===== src/hdl/slu_pkg.sv =====
// types, codes and helpers shared by the serial line unit register block
package slu_pkg;

   // request kinds
   localparam logic [2:0] MODE_READ  = 3'd0;
   localparam logic [2:0] MODE_WRITE = 3'd1;
   localparam logic [2:0] MODE_TICK  = 3'd2;
   localparam logic [2:0] MODE_ACK   = 3'd3;
   localparam logic [2:0] MODE_CHAIN = 3'd4;

   // register selects, address bits 2:1
   localparam logic [1:0] SEL_RX_CSR = 2'd0;
   localparam logic [1:0] SEL_RX_BUF = 2'd1;
   localparam logic [1:0] SEL_TX_CSR = 2'd2;
   localparam logic [1:0] SEL_TX_BUF = 2'd3;

   // configuration register indexes
   localparam logic [1:0] CFG_RCV_VEC    = 2'd0;
   localparam logic [1:0] CFG_XMT_VEC    = 2'd1;
   localparam logic [1:0] CFG_CHAR_TICKS = 2'd2;

   localparam int CFG_DATA_WIDTH = 24;

   localparam logic [15:0] RCV_VEC_RESET    = 16'o60;
   localparam logic [15:0] XMT_VEC_RESET    = 16'o64;
   localparam logic [23:0] CHAR_TICKS_RESET = 24'd1000;

   // status bit positions
   localparam int RDY_POS  = 7;
   localparam int IEN_POS  = 6;
   localparam int LOOP_POS = 2;
   localparam int BRK_POS  = 0;
   localparam int OVR_POS  = 12;

   typedef struct packed {
      logic [2:0]  mode;
      logic [2:0]  reg_address;
      logic        byte_access;
      logic [15:0] write_data;
      logic [15:0] tick_count;
      logic [15:0] ack_vector;
      logic        offer_valid;
      logic [7:0]  offer_byte;
      logic        offer_is_script;
      logic        chain_request_n;
      logic [15:0] chain_vector;
   } slu_req_type;

   typedef struct packed {
      logic [15:0] read_data;
      logic        tx_valid;
      logic [7:0]  tx_byte;
      logic        offer_taken;
      logic        irq_line_n;
      logic [15:0] irq_vector;
      logic        irq_restart;
   } slu_rsp_type;

   typedef struct packed {
      logic        rx_done_flag;
      logic        rx_int_enable;
      logic        rx_overrun_flag;
      logic [7:0]  rx_data_reg;
      logic        tx_done_flag;
      logic        tx_int_enable;
      logic        loopback_mode;
      logic        break_bit;
      logic [7:0]  tx_data_reg;
      logic        tx_busy_flag;
      logic        rx_irq_pending;
      logic        tx_irq_pending;
      logic [15:0] offered_vector;
   } slu_state_type;

   localparam slu_state_type STATE_RESET = '{
      rx_done_flag:    1'b0,
      rx_int_enable:   1'b0,
      rx_overrun_flag: 1'b0,
      rx_data_reg:     8'h00,
      tx_done_flag:    1'b1,
      tx_int_enable:   1'b0,
      loopback_mode:   1'b0,
      break_bit:       1'b0,
      tx_data_reg:     8'h00,
      tx_busy_flag:    1'b0,
      rx_irq_pending:  1'b0,
      tx_irq_pending:  1'b0,
      offered_vector:  16'h0000
   };

   // receive beats transmit, both beat the downstream chain
   function automatic logic [15:0] irq_pick(input logic rx_pend, input logic tx_pend,
                                            input logic chain_n, input logic [15:0] chain_v,
                                            input logic [15:0] rx_v, input logic [15:0] tx_v);
      logic [15:0] v;
      if (rx_pend) begin
         v = rx_v;
      end else if (tx_pend) begin
         v = tx_v;
      end else if (!chain_n) begin
         v = chain_v;
      end else begin
         v = 16'h0000;
      end
      return v;
   endfunction

   // line released and reasserted when the vector moves to a new nonzero value
   function automatic logic irq_moved(input logic [15:0] old_v, input logic [15:0] new_v);
      return (new_v != old_v) && (new_v != 16'h0000);
   endfunction

endpackage


===== src/hdl/serial_line_unit_registers_unit.sv =====
// top level of the serial line unit register block: request, state and response registers
//
//   channel   direction  handshake                 payload
//   req_*     in         req_valid / req_stall     mode, address, data, tick, ack, offer, chain
//   rsp_*     out        rsp_valid / rsp_stall     read data, tx char, offer taken, irq
//   csr_*     in         csr_write_enable          csr_index, csr_wdata
//
// one request per cycle sustained while rsp_stall stays low; an accepted request
// sits in the input register while the step logic runs, and the response register
// loads from it once the response slot is free
// reset (synchronous, active high) clears flags except transmitter done, which it
// sets, clears countdowns and offered vector, and loads the vector and character
// time registers with their defaults; a stalled response holds the response
// register; the input register keeps filling until it too is full, then req_stall rises
module serial_line_unit_registers_unit import slu_pkg::*; #(
   parameter int COUNTDOWN_WIDTH = 26
) (
   input  logic                       clock,
   input  logic                       reset,
   // request channel
   input  logic                       req_valid,
   output logic                       req_stall,
   input  logic [2:0]                 req_mode,
   input  logic [2:0]                 req_reg_address,
   input  logic                       req_byte_access,
   input  logic [15:0]                req_write_data,
   input  logic [15:0]                req_tick_count,
   input  logic [15:0]                req_ack_vector,
   input  logic                       req_offer_valid,
   input  logic [7:0]                 req_offer_byte,
   input  logic                       req_offer_is_script,
   input  logic                       req_chain_request_n,
   input  logic [15:0]                req_chain_vector,
   // response channel
   output logic                       rsp_valid,
   input  logic                       rsp_stall,
   output logic [15:0]                rsp_read_data,
   output logic                       rsp_tx_valid,
   output logic [7:0]                 rsp_tx_byte,
   output logic                       rsp_offer_taken,
   output logic                       rsp_irq_line_n,
   output logic [15:0]                rsp_irq_vector,
   output logic                       rsp_irq_restart,
   // configuration writes
   input  logic                       csr_write_enable,
   input  logic [1:0]                 csr_index,
   input  logic [CFG_DATA_WIDTH-1:0]  csr_wdata
);

   // configuration registers
   logic [15:0] rcv_vec_ff;
   logic [15:0] xmt_vec_ff;
   logic [23:0] char_ticks_ff;

   // input register
   logic        req_valid_ff;
   slu_req_type req_ff;
   slu_req_type req_in;

   // device state
   slu_state_type               state_ff;
   slu_state_type               state_in;
   logic [COUNTDOWN_WIDTH-1:0]  tx_cd_ff;
   logic [COUNTDOWN_WIDTH-1:0]  tx_cd_in;
   logic [COUNTDOWN_WIDTH-1:0]  rx_cd_ff;
   logic [COUNTDOWN_WIDTH-1:0]  rx_cd_in;

   // response register
   logic        rsp_valid_ff;
   slu_rsp_type rsp_ff;
   slu_rsp_type rsp_in;

   logic req_take;
   logic step_go;

   // the step runs when the held request can move into a free response slot
   assign step_go   = req_valid_ff && (!rsp_valid_ff || !rsp_stall);
   assign req_stall = req_valid_ff && !step_go;
   assign req_take  = req_valid && !req_stall;

   assign req_in = '{
      mode:            req_mode,
      reg_address:     req_reg_address,
      byte_access:     req_byte_access,
      write_data:      req_write_data,
      tick_count:      req_tick_count,
      ack_vector:      req_ack_vector,
      offer_valid:     req_offer_valid,
      offer_byte:      req_offer_byte,
      offer_is_script: req_offer_is_script,
      chain_request_n: req_chain_request_n,
      chain_vector:    req_chain_vector
   };

   slu_step #(
      .COUNTDOWN_WIDTH(COUNTDOWN_WIDTH)
   ) u_step (
      .req        (req_ff),
      .st         (state_ff),
      .tx_cd      (tx_cd_ff),
      .rx_cd      (rx_cd_ff),
      .rcv_vec    (rcv_vec_ff),
      .xmt_vec    (xmt_vec_ff),
      .char_ticks (char_ticks_ff),
      .nxt        (state_in),
      .tx_cd_nxt  (tx_cd_in),
      .rx_cd_nxt  (rx_cd_in),
      .rsp        (rsp_in)
   );

   // configuration writes, unknown indexes dropped
   always_ff @(posedge clock) begin
      if (reset) begin
         rcv_vec_ff    <= RCV_VEC_RESET;
         xmt_vec_ff    <= XMT_VEC_RESET;
         char_ticks_ff <= CHAR_TICKS_RESET;
      end else if (csr_write_enable) begin
         case (csr_index)
            CFG_RCV_VEC:    rcv_vec_ff    <= csr_wdata[15:0];
            CFG_XMT_VEC:    xmt_vec_ff    <= csr_wdata[15:0];
            CFG_CHAR_TICKS: char_ticks_ff <= csr_wdata[23:0];
            default: begin
            end
         endcase
      end
   end

   // input register control
   always_ff @(posedge clock) begin
      if (reset) begin
         req_valid_ff <= 1'b0;
      end else if (req_take) begin
         req_valid_ff <= 1'b1;
      end else if (step_go) begin
         req_valid_ff <= 1'b0;
      end
   end

   // input payload, no reset needed
   always_ff @(posedge clock) begin
      if (req_take) begin
         req_ff <= req_in;
      end
   end

   // device state advances once per stepped request
   always_ff @(posedge clock) begin
      if (reset) begin
         state_ff <= STATE_RESET;
         tx_cd_ff <= '0;
         rx_cd_ff <= '0;
      end else if (step_go) begin
         state_ff <= state_in;
         tx_cd_ff <= tx_cd_in;
         rx_cd_ff <= rx_cd_in;
      end
   end

   // response register control
   always_ff @(posedge clock) begin
      if (reset) begin
         rsp_valid_ff <= 1'b0;
      end else if (step_go) begin
         rsp_valid_ff <= 1'b1;
      end else if (!rsp_stall) begin
         rsp_valid_ff <= 1'b0;
      end
   end

   // response payload
   always_ff @(posedge clock) begin
      if (step_go) begin
         rsp_ff <= rsp_in;
      end
   end

   assign rsp_valid       = rsp_valid_ff;
   assign rsp_read_data   = rsp_ff.read_data;
   assign rsp_tx_valid    = rsp_ff.tx_valid;
   assign rsp_tx_byte     = rsp_ff.tx_byte;
   assign rsp_offer_taken = rsp_ff.offer_taken;
   assign rsp_irq_line_n  = rsp_ff.irq_line_n;
   assign rsp_irq_vector  = rsp_ff.irq_vector;
   assign rsp_irq_restart = rsp_ff.irq_restart;

   // idle transmitter holds no leftover count
   a_tx_idle_count: assert property (@(posedge clock) disable iff (reset)
      !state_ff.tx_busy_flag |-> (tx_cd_ff == '0))
      else $error("tx countdown nonzero while transmitter idle");

   // busy and done are exclusive
   a_tx_busy_done: assert property (@(posedge clock) disable iff (reset)
      !(state_ff.tx_busy_flag && state_ff.tx_done_flag))
      else $error("transmitter busy and done together");

   // receive request needs enable and done
   a_rx_pending: assert property (@(posedge clock) disable iff (reset)
      state_ff.rx_irq_pending |-> (state_ff.rx_int_enable && state_ff.rx_done_flag))
      else $error("receive request without enable and done");

   // a taken byte leaves the receiver full
   a_offer_done: assert property (@(posedge clock) disable iff (reset)
      (step_go && rsp_in.offer_taken) |=> state_ff.rx_done_flag)
      else $error("offered byte taken but receiver not done");

   // line level agrees with the offered vector
   a_irq_line: assert property (@(posedge clock) disable iff (reset)
      rsp_valid_ff |-> (rsp_ff.irq_line_n == (rsp_ff.irq_vector == 16'h0000)))
      else $error("irq line disagrees with offered vector");

endmodule


===== src/hdl/slu_step.sv =====
// combinational step logic: one request against the current register state
module slu_step import slu_pkg::*; #(
   parameter int COUNTDOWN_WIDTH = 26
) (
   input  slu_req_type                 req,
   input  slu_state_type               st,
   input  logic [COUNTDOWN_WIDTH-1:0]  tx_cd,
   input  logic [COUNTDOWN_WIDTH-1:0]  rx_cd,
   input  logic [15:0]                 rcv_vec,
   input  logic [15:0]                 xmt_vec,
   input  logic [23:0]                 char_ticks,
   output slu_state_type               nxt,
   output logic [COUNTDOWN_WIDTH-1:0]  tx_cd_nxt,
   output logic [COUNTDOWN_WIDTH-1:0]  rx_cd_nxt,
   output slu_rsp_type                 rsp
);

   localparam int CW = COUNTDOWN_WIDTH;
   localparam int LW = (CW > 24) ? CW : 24;

   logic [LW-1:0] ticks_ext;
   logic [LW-1:0] max_ext;
   logic [CW-1:0] load_val;

   // saturating subtract of elapsed ticks
   function automatic logic [CW-1:0] cd_sub(input logic [CW-1:0] left, input logic [15:0] n);
      logic [CW-1:0] n_ext;
      n_ext = CW'(n);
      return (left > n_ext) ? (left - n_ext) : '0;
   endfunction

   assign ticks_ext = LW'(char_ticks);
   assign max_ext   = LW'({CW{1'b1}});
   assign load_val  = (ticks_ext > max_ext) ? {CW{1'b1}} : ticks_ext[CW-1:0];

   logic [1:0]  sel;
   logic [15:0] word;
   logic [15:0] wval;
   logic [15:0] cand;
   logic        recompute;
   logic        restart;

   always_comb begin
      nxt       = st;
      tx_cd_nxt = tx_cd;
      rx_cd_nxt = rx_cd;
      rsp       = '0;
      sel       = req.reg_address[2:1];
      word      = 16'h0000;
      wval      = req.write_data;
      cand      = 16'h0000;
      recompute = 1'b0;
      restart   = 1'b0;

      case (req.mode)
         MODE_READ: begin
            case (sel)
               SEL_RX_CSR: begin
                  word[RDY_POS] = st.rx_done_flag;
                  word[IEN_POS] = st.rx_int_enable;
                  word[OVR_POS] = st.rx_overrun_flag;
               end
               SEL_RX_BUF: begin
                  word                = {8'h00, st.rx_data_reg};
                  nxt.rx_done_flag    = 1'b0;
                  nxt.rx_overrun_flag = 1'b0;
                  nxt.rx_irq_pending  = 1'b0;
                  recompute           = 1'b1;
               end
               SEL_TX_CSR: begin
                  word[RDY_POS]  = st.tx_done_flag;
                  word[IEN_POS]  = st.tx_int_enable;
                  word[LOOP_POS] = st.loopback_mode;
                  word[BRK_POS]  = st.break_bit;
               end
               default: begin
                  word = 16'h0000;
               end
            endcase
            if (req.byte_access) begin
               rsp.read_data = req.reg_address[0] ? {8'h00, word[15:8]} : {8'h00, word[7:0]};
            end else begin
               rsp.read_data = word;
            end
         end

         MODE_WRITE: begin
            if (req.byte_access) begin
               wval = req.reg_address[0] ? {req.write_data[7:0], 8'h00}
                                         : {8'h00, req.write_data[7:0]};
            end
            case (sel)
               SEL_RX_CSR: begin
                  nxt.rx_int_enable = wval[IEN_POS];
                  if (!wval[IEN_POS]) begin
                     nxt.rx_irq_pending = 1'b0;
                  end else if (!st.rx_int_enable && st.rx_done_flag) begin
                     nxt.rx_irq_pending = 1'b1;
                  end
                  recompute = 1'b1;
               end
               SEL_TX_CSR: begin
                  nxt.tx_int_enable = wval[IEN_POS];
                  nxt.loopback_mode = wval[LOOP_POS];
                  nxt.break_bit     = wval[BRK_POS];
                  if (!wval[IEN_POS]) begin
                     nxt.tx_irq_pending = 1'b0;
                  end else if (!st.tx_int_enable && st.tx_done_flag) begin
                     nxt.tx_irq_pending = 1'b1;
                  end
                  recompute = 1'b1;
               end
               SEL_TX_BUF: begin
                  nxt.tx_data_reg    = wval[7:0];
                  nxt.tx_done_flag   = 1'b0;
                  nxt.tx_irq_pending = 1'b0;
                  nxt.tx_busy_flag   = 1'b1;
                  tx_cd_nxt          = load_val;
                  recompute          = 1'b1;
               end
               default: begin
                  recompute = 1'b0;
               end
            endcase
         end

         MODE_TICK: begin
            // transmitter character time
            if (st.tx_busy_flag) begin
               tx_cd_nxt = cd_sub(tx_cd, req.tick_count);
               if (tx_cd_nxt == '0) begin
                  nxt.tx_busy_flag = 1'b0;
                  if (st.loopback_mode) begin
                     if (nxt.rx_done_flag) begin
                        nxt.rx_overrun_flag = 1'b1;
                     end else begin
                        nxt.rx_data_reg  = st.tx_data_reg;
                        nxt.rx_done_flag = 1'b1;
                        if (nxt.rx_int_enable) begin
                           nxt.rx_irq_pending = 1'b1;
                        end
                        cand = irq_pick(nxt.rx_irq_pending, nxt.tx_irq_pending,
                                        req.chain_request_n, req.chain_vector,
                                        rcv_vec, xmt_vec);
                        restart = restart | irq_moved(nxt.offered_vector, cand);
                        nxt.offered_vector = cand;
                     end
                  end else begin
                     rsp.tx_valid = 1'b1;
                     rsp.tx_byte  = st.tx_data_reg;
                  end
                  nxt.tx_done_flag = 1'b1;
                  if (nxt.tx_int_enable) begin
                     nxt.tx_irq_pending = 1'b1;
                  end
                  cand = irq_pick(nxt.rx_irq_pending, nxt.tx_irq_pending,
                                  req.chain_request_n, req.chain_vector,
                                  rcv_vec, xmt_vec);
                  restart = restart | irq_moved(nxt.offered_vector, cand);
                  nxt.offered_vector = cand;
               end
            end
            // receiver samples the line once per character time
            if (rx_cd != '0) begin
               rx_cd_nxt = cd_sub(rx_cd, req.tick_count);
            end else if (!nxt.rx_done_flag) begin
               rx_cd_nxt = load_val;
               if (req.offer_valid && (req.offer_is_script || !nxt.loopback_mode)) begin
                  nxt.rx_data_reg  = req.offer_byte;
                  nxt.rx_done_flag = 1'b1;
                  if (nxt.rx_int_enable) begin
                     nxt.rx_irq_pending = 1'b1;
                  end
                  cand = irq_pick(nxt.rx_irq_pending, nxt.tx_irq_pending,
                                  req.chain_request_n, req.chain_vector,
                                  rcv_vec, xmt_vec);
                  restart = restart | irq_moved(nxt.offered_vector, cand);
                  nxt.offered_vector = cand;
                  rsp.offer_taken    = 1'b1;
               end
            end
         end

         MODE_ACK: begin
            if (req.ack_vector != 16'h0000) begin
               if (req.ack_vector == rcv_vec) begin
                  nxt.rx_irq_pending = 1'b0;
               end
               if (req.ack_vector == xmt_vec) begin
                  nxt.tx_irq_pending = 1'b0;
               end
               recompute = 1'b1;
            end
         end

         MODE_CHAIN: begin
            recompute = 1'b1;
         end

         default: begin
            recompute = 1'b0;
         end
      endcase

      // single recompute for register, acknowledge and chain requests
      if (recompute) begin
         cand = irq_pick(nxt.rx_irq_pending, nxt.tx_irq_pending,
                         req.chain_request_n, req.chain_vector, rcv_vec, xmt_vec);
         restart = restart | irq_moved(nxt.offered_vector, cand);
         nxt.offered_vector = cand;
      end

      rsp.irq_vector  = nxt.offered_vector;
      rsp.irq_line_n  = (nxt.offered_vector == 16'h0000);
      rsp.irq_restart = restart;
   end

endmodule


===== config.mk =====
export PLATFORM = sky130hd
export DESIGN_NAME = serial_line_unit_registers_unit
export DESIGN_NICKNAME = d
export VERILOG_FILES = /design/src/hdl/slu_pkg.sv /design/src/hdl/serial_line_unit_registers_unit.sv /design/src/hdl/slu_step.sv
export SDC_FILE = /design/constraint.sdc
export NUM_CORES = 1
export LEC_CHECK = 0
export BUFFER_PORTS_ARGS = -buffer_cell sky130_fd_sc_hd__buf_2
export CAP_MARGIN = 30
export CELL_PAD_IN_SITES_DETAIL_PLACEMENT = 2
export CELL_PAD_IN_SITES_GLOBAL_PLACEMENT = 2
export CORE_MARGIN = 2
export CORE_UTILIZATION = 33
export DETAILED_ROUTE_END_ITERATION = 7
export PLACE_DENSITY = 0.79
export REMOVE_ABC_BUFFERS = 1
export SKIP_LAST_GASP = 1
export SYNTH_ARGS = -nofsm -noshare
export SYNTH_HDL_FRONTEND = slang
export SYNTH_SLANG_ARGS = --single-unit

===== constraint.sdc =====
create_clock -name clock -period 5.1 [get_ports clock]
set_input_delay 0.51 -clock clock [delete_from_list [all_inputs] [get_ports clock]]
set_output_delay 0.51 -clock clock [all_outputs]
set_load 0.01 [all_outputs]

**Word level (Yosys, flattened, before mapping)**

Index checks and enable logic that the tools add are counted.

- Flip-flop bits (word level): 270
- Bits of input ports: 113
- Output and inout port bits: 46
- Word-level logic and storage cells: 257

- Add/subtract/negate cells: 2
- Magnitude comparators: 3
- Eq/ne operators: 23
- Mux-type cells: 133
- Bitwise logic cells: 6
- Reductions and logical operators: 51

Operator list:

| kind | number |
|---|---|
| 16-bit 2-to-1 mux | 32 |
| 26-bit 2-to-1 mux | 7 |
| 16-bit nonzero test | 5 |
| 1-bit 2-to-1 mux | 64 |
| 8-bit 2-to-1 mux | 8 |
| 16-bit != test | 4 |
| 19-bit 2-to-1 mux | 3 |
| 26-bit by 16-bit > comparator with 1-bit output | 2 |
| 26-bit case mux with 2 select lines | 1 |
| 26-bit by 16-bit subtractor with 26-bit output | 2 |
| 16-bit equality test | 2 |
| 24-bit by 26-bit > comparator with 1-bit output (second input constant) | 1 |
| 26-bit logical NOT | 1 |
| 26-bit nonzero test | 1 |
| 3-bit AND reduction | 7 |
| 10-bit 2-to-1 mux | 2 |
| 9-bit 2-to-1 mux | 2 |
| 16-bit logical NOT | 1 |
| 1-bit case mux with 2 select lines | 7 |
| 13-bit 2-to-1 mux | 1 |
| 2-bit != test (second input constant) | 6 |
| 1-bit logical AND | 10 |
| 2-bit AND reduction | 5 |
| 1-bit case mux with 4 select lines | 2 |
| 22 further kinds | 42 |

**Longest topological paths before layout**

- Depth after elaboration: 37
- Mapped depth: 21
- Gate-level depth less buffers: 20

**Cells and area by module**

Synthesis repeated with hierarchy kept, for this count alone.

- Cells, all modules: 2119
- Area total of the unflattened synthesis: 18739.2 um^2

Modules (own cells, without submodules):

| module | instances | cells an instance | area each (um^2) | seq. area each (um^2) |
|---|---|---|---|---|
| serial_line_unit_registers_unit | 1 | 764 | 10321.1 | 6826.5 |
| slu_step | 1 | 1355 | 8418.1 | 0.0 |

**Worst setup path after synthesis**

OpenSTA, ideal clock, no wires.

- Path type: reg2reg
- Start: reg req_ff[43] (netlist bit)
- End: reg rsp_ff, in the netlist rsp_irq_restart (data pin)
- Setup time: 0.268 ns
- Arrival: 4.588 ns
- Required time: 4.832 ns
- Setup slack: 0.244 ns
- Stages on the path, launching flop included: 20
- Buffers on the path: 2
- Period minus slack after synthesis: 4.856 ns
- Cell sequence: edfxtp_1 -> ha_1 -> fa_1 -> nand2b_1 -> a211oi_2 -> nor2_1 -> o211ai_1 -> mux2_2 -> and3_1 -> and4_4 -> o211ai_4 -> o22ai_2 -> a41oi_1 -> buf_6 -> buf_6 -> mux2i_2 -> inv_2 -> or4_1 -> o41ai_2 -> o22ai_1

RTL lines:

| what | RTL line | source |
|---|---|---|
| start, declared | serial_line_unit_registers_unit.sv:57 | `slu_req_type req_ff;` |
| start signal, assigned | serial_line_unit_registers_unit.sv:142 | `req_ff <= req_in;` |
| end signal, assigned | serial_line_unit_registers_unit.sv:173 | `rsp_ff <= rsp_in;` |
| end, declared | serial_line_unit_registers_unit.sv:70 | `slu_rsp_type rsp_ff;` |

==> flow_summary.yaml <==
power_and_ir_drop:
  power_density_nw_per_um2: 306
  p_comb_frac: 0.200
  ir_drop_mv: 0.334
  sw_frac_of_total: 0.304
  total_power_uw: 6100
  clock_power_share: 0.409
  p_switching_uw: 1850
  intPower_uw: 4250
  p_leak_uw: 0.00820
  power.share.sequential: 0.391
sta:
  finClkSkew_ps: 25.0
  grt_setup_unrepaired: "yes"
  final_hold_viol_count: 0
  period_share: 1.06
  period_needed_ps: 5390
  timing.fmax_mhz: 186
  slew_headroom: 0.392
  worst_slew_pin_slew_ps: 912
  setup_viol: 2
  report.final.slew_viol_count: 0
  layout_setup_ws_ps: -285
  tns_ps: -558
layout:
  area_growth_pct: 26.8
  final_common_cell: "nand2_1"
  final_cell_mix: "227 x nand2_1, 216 x nor2_1, 211 x buf_4"
  drive_above_1_share: 0.236
  nets: 2289
synthesis:
  synth_top_area_frac: 0.212
  synth-seq-cells: 263
  syn_area_um2: 15700
  yosys.area.top_type: "edfxtp_1"
  yosys-top-cells-area: "edfxtp_1 21%, dfxtp_1 19%, a21oi_1 6.2%"
  syn_inst: 1843
  ys.flop_type: "dfxtp_1"
  synth_edf_count: 111
  syn_area_per_cell_um2: 8.54
  yosysUniqueCellTypes: 86
  yosys_warnings: 0
  async_flop_share: 0
  synth_seq_area_share: 0.405
grt:
  grt_pass1_wl_um: 104000
  grt_use_total: 0.270
  busiest_layer: "met2"
  gr-usage-met2: 0.452
  grt_use_met3: 0.0477
  grt_use_met1: 0.352
  grt_pass1_vias: 17200
  antenna_found_initial: 5
  overflow: 0
  grt_max_degree: 76
outcome:
  status: "finished, violations left"
  violations: "setup timing"
die:
  dieArea_um2: 49400
  coreArea_um2: 47400
  fp.dieH_um: 222
  ios: 159
  die_x_um: 222
  fp-row-count: 80
  initial_core_util: 0.332
routing:
  routed_via_density: 5.64
  drt_iter0_drc: 978
  routed_wl_um: 68200
  vias: 15700
  wire_per_inst_um: 24.5
  drc_errors: 0
  ant_nets: 0
  first_pass_iters: 5
setup_path:
  rr_startpoint: "req_ff[53]"
  crit_path_max_fanout: 7
  cp.required_ps: 5400
  worstSetupStartpointType: "register"
  crit_start: "req_ff[53]"
  crit_arrival_ps: 5680
  path_class: "reg -> reg"
  cpLargestDelayFamily: "simple AND/OR/NAND/NOR gates"
  slowest_stage: "or4_4"
  crit_chain: "inv_1 > ha_2 > buf_4 > and4_1 > nand3_1 > a21oi_2 > or4_4 > a222oi_1 > buf_4 > and3_1 > and4_4 > a41o_4 > o221ai_4 > buf_6 > mux2i_1 > mux2i_1 > inv_1 > or4_4 > o41ai_2 > o22ai_1"
  cp.buffers_inverters: 5
  slowest_delay_ps: 560
  crit_path_end_kind: "register"
clock_tree:
  clk_latency_ps: 560
  cts_made_buffers: 34
  cts_tree: "yes"
  htreeDepth: 2
  cts_sinks: 263
  root_buffer: "clkbuf_16"
  ctsLongestPathBuffers: 3
  cts.clk_slew.worst_paths_ps: 60
  holdBufCountCts: 0
placed_design:
  dp_hpwl_um: 50300
  io_buffers: 143
  gp_congestion: 0.944
hold_path:
  min_from: "req_ack_vector[1]"
  hp-class: "in -> reg"
flow_run:
  cap_viol_max_count: 0
## cell usage after synthesis (15+ instances only)
library cell and count:
a211oi_1 32, nand3_1 21, dfxtp_1 152, and2_1 15
o22ai_1 30, nand4_1 35, inv_1 72, nand2b_1 28
ha_1 36, a21oi_1 196, edfxtp_1 111, nor4_1 43
clkbuf_1 85, nand2_1 227, mux2i_1 71, a221oi_1 20
o21ai_0 49, xnor2_1 70, nor2_1 220, xor2_1 51
nor3_1 48
## per-stage QoR
stage / setup slack, ps / hold WS (ps) / cells / util / cell area, um^2
2_1_floorplan: -1390 / 430 / 1735 / - / 15300
3_3_place_gp: -258 / 450 / 2691 / 0.386 / 18300
3_5_place_dp: -487 / 462 / 2697 / 0.388 / 18400
4_1_cts: -257 / 94.3 / 2769 / 0.415 / 19700
5_1_grt: -396 / 104 / 2779 / 0.420 / 19900
6_report: -285 / 120 / 2780 / 0.420 / 19900
## path summary, 6_finish.rpt
kind / to / slack (ps) / cells after the start
min: req_ff[28] / 120 / 1
max: rsp_irq_restart / -290 / 20
max reg2reg: rsp_irq_restart / -290 / 20
min reg2reg: rx_cd_ff[21] / 470 / 2
## power groups by stage
stage,Clock [uW],Sequential [uW],Combinational (uW)
after floorplan,0,2390,595
after global placement,0,2420,1070
after detailed placement,0,2420,1120
after CTS,2550,2380,1160
after global routing,2620,2390,1310
final,2490,2380,1220
## layer usage
| metal | vias to the layer above | share of wire |
|---|---|---|
| li1 | 7202 | - |
| met1 | 7929 | 0.44 |
| met2 | 423 | 0.47 |
| met3 | 115 | 0.055 |
| met4 | 4 | 0.031 |
| met5 | - | 0.00037 |
## area by class of cell
| type | instances | area, um^2 |
|---|---|---|
| repair buffers | 367 | 2520 |
| fillers | 5243 | 27500 |
| multi-input cells | 1395 | 8860 |
| diodes | 1 | 2.50 |
| clock inverters | 19 | 190 |
| well taps | 615 | 769 |
| inverters | 77 | 289 |
| clock buffers | 43 | 936 |
| flip-flops and latches | 263 | 6380 |
## worst reg2reg max path, cell delays in order, from the launching register on
cell and delay [ps]:
edfxtp_1 370, inv_1 200, ha_2 370, buf_4 170
and4_1 200, nand3_1 100, a21oi_2 50, or4_4 490
a222oi_1 460, buf_4 210, and3_1 150, and4_4 270
a41o_4 260, o221ai_4 220, buf_6 200, mux2i_1 110
mux2i_1 220, inv_1 110, or4_4 560, o41ai_2 310
o22ai_1 110
## logic make-up (layout without fill, tap and decap cells)
group | after synthesis | after routing | synth area share
simple gates | 703 | 703 | 0.207
compound gates | 444 | 444 | 0.184
flops | 263 | 263 | 0.405
buf+inv | 191 | 506 | 0.0503
xor+xnor | 121 | 121 | 0.0674
mux | 82 | 82 | 0.0548
fa+ha+maj | 38 | 38 | 0.0312
other cells | 1 | 8 | 0.000238
## flip-flops by register name, summed over array words and instances (netlist names)
register / flops
rsp_tx_byte: 8
rsp_tx_valid: 1
rsp_valid: 1
char_ticks_ff: 24
tx_cd_ff: 26
req_valid_ff: 1
rsp_offer_taken: 1
rsp_irq_vector: 16
rsp_irq_restart: 1
rcv_vec_ff: 16
rx_cd_ff: 26
state_ff: 42
xmt_vec_ff: 16
rsp_read_data: 9
req_ff: 74
rsp_irq_line_n: 1
## timing repair
action                                  in CTS  in global routing
gates cloned                                 0                  0
resized for setup                           21                 36
setup buffers                               10                 10
pin swaps                                    7                 10
endpoints found under the setup margin       8                 24
Power figures use the tool's default switching activity.
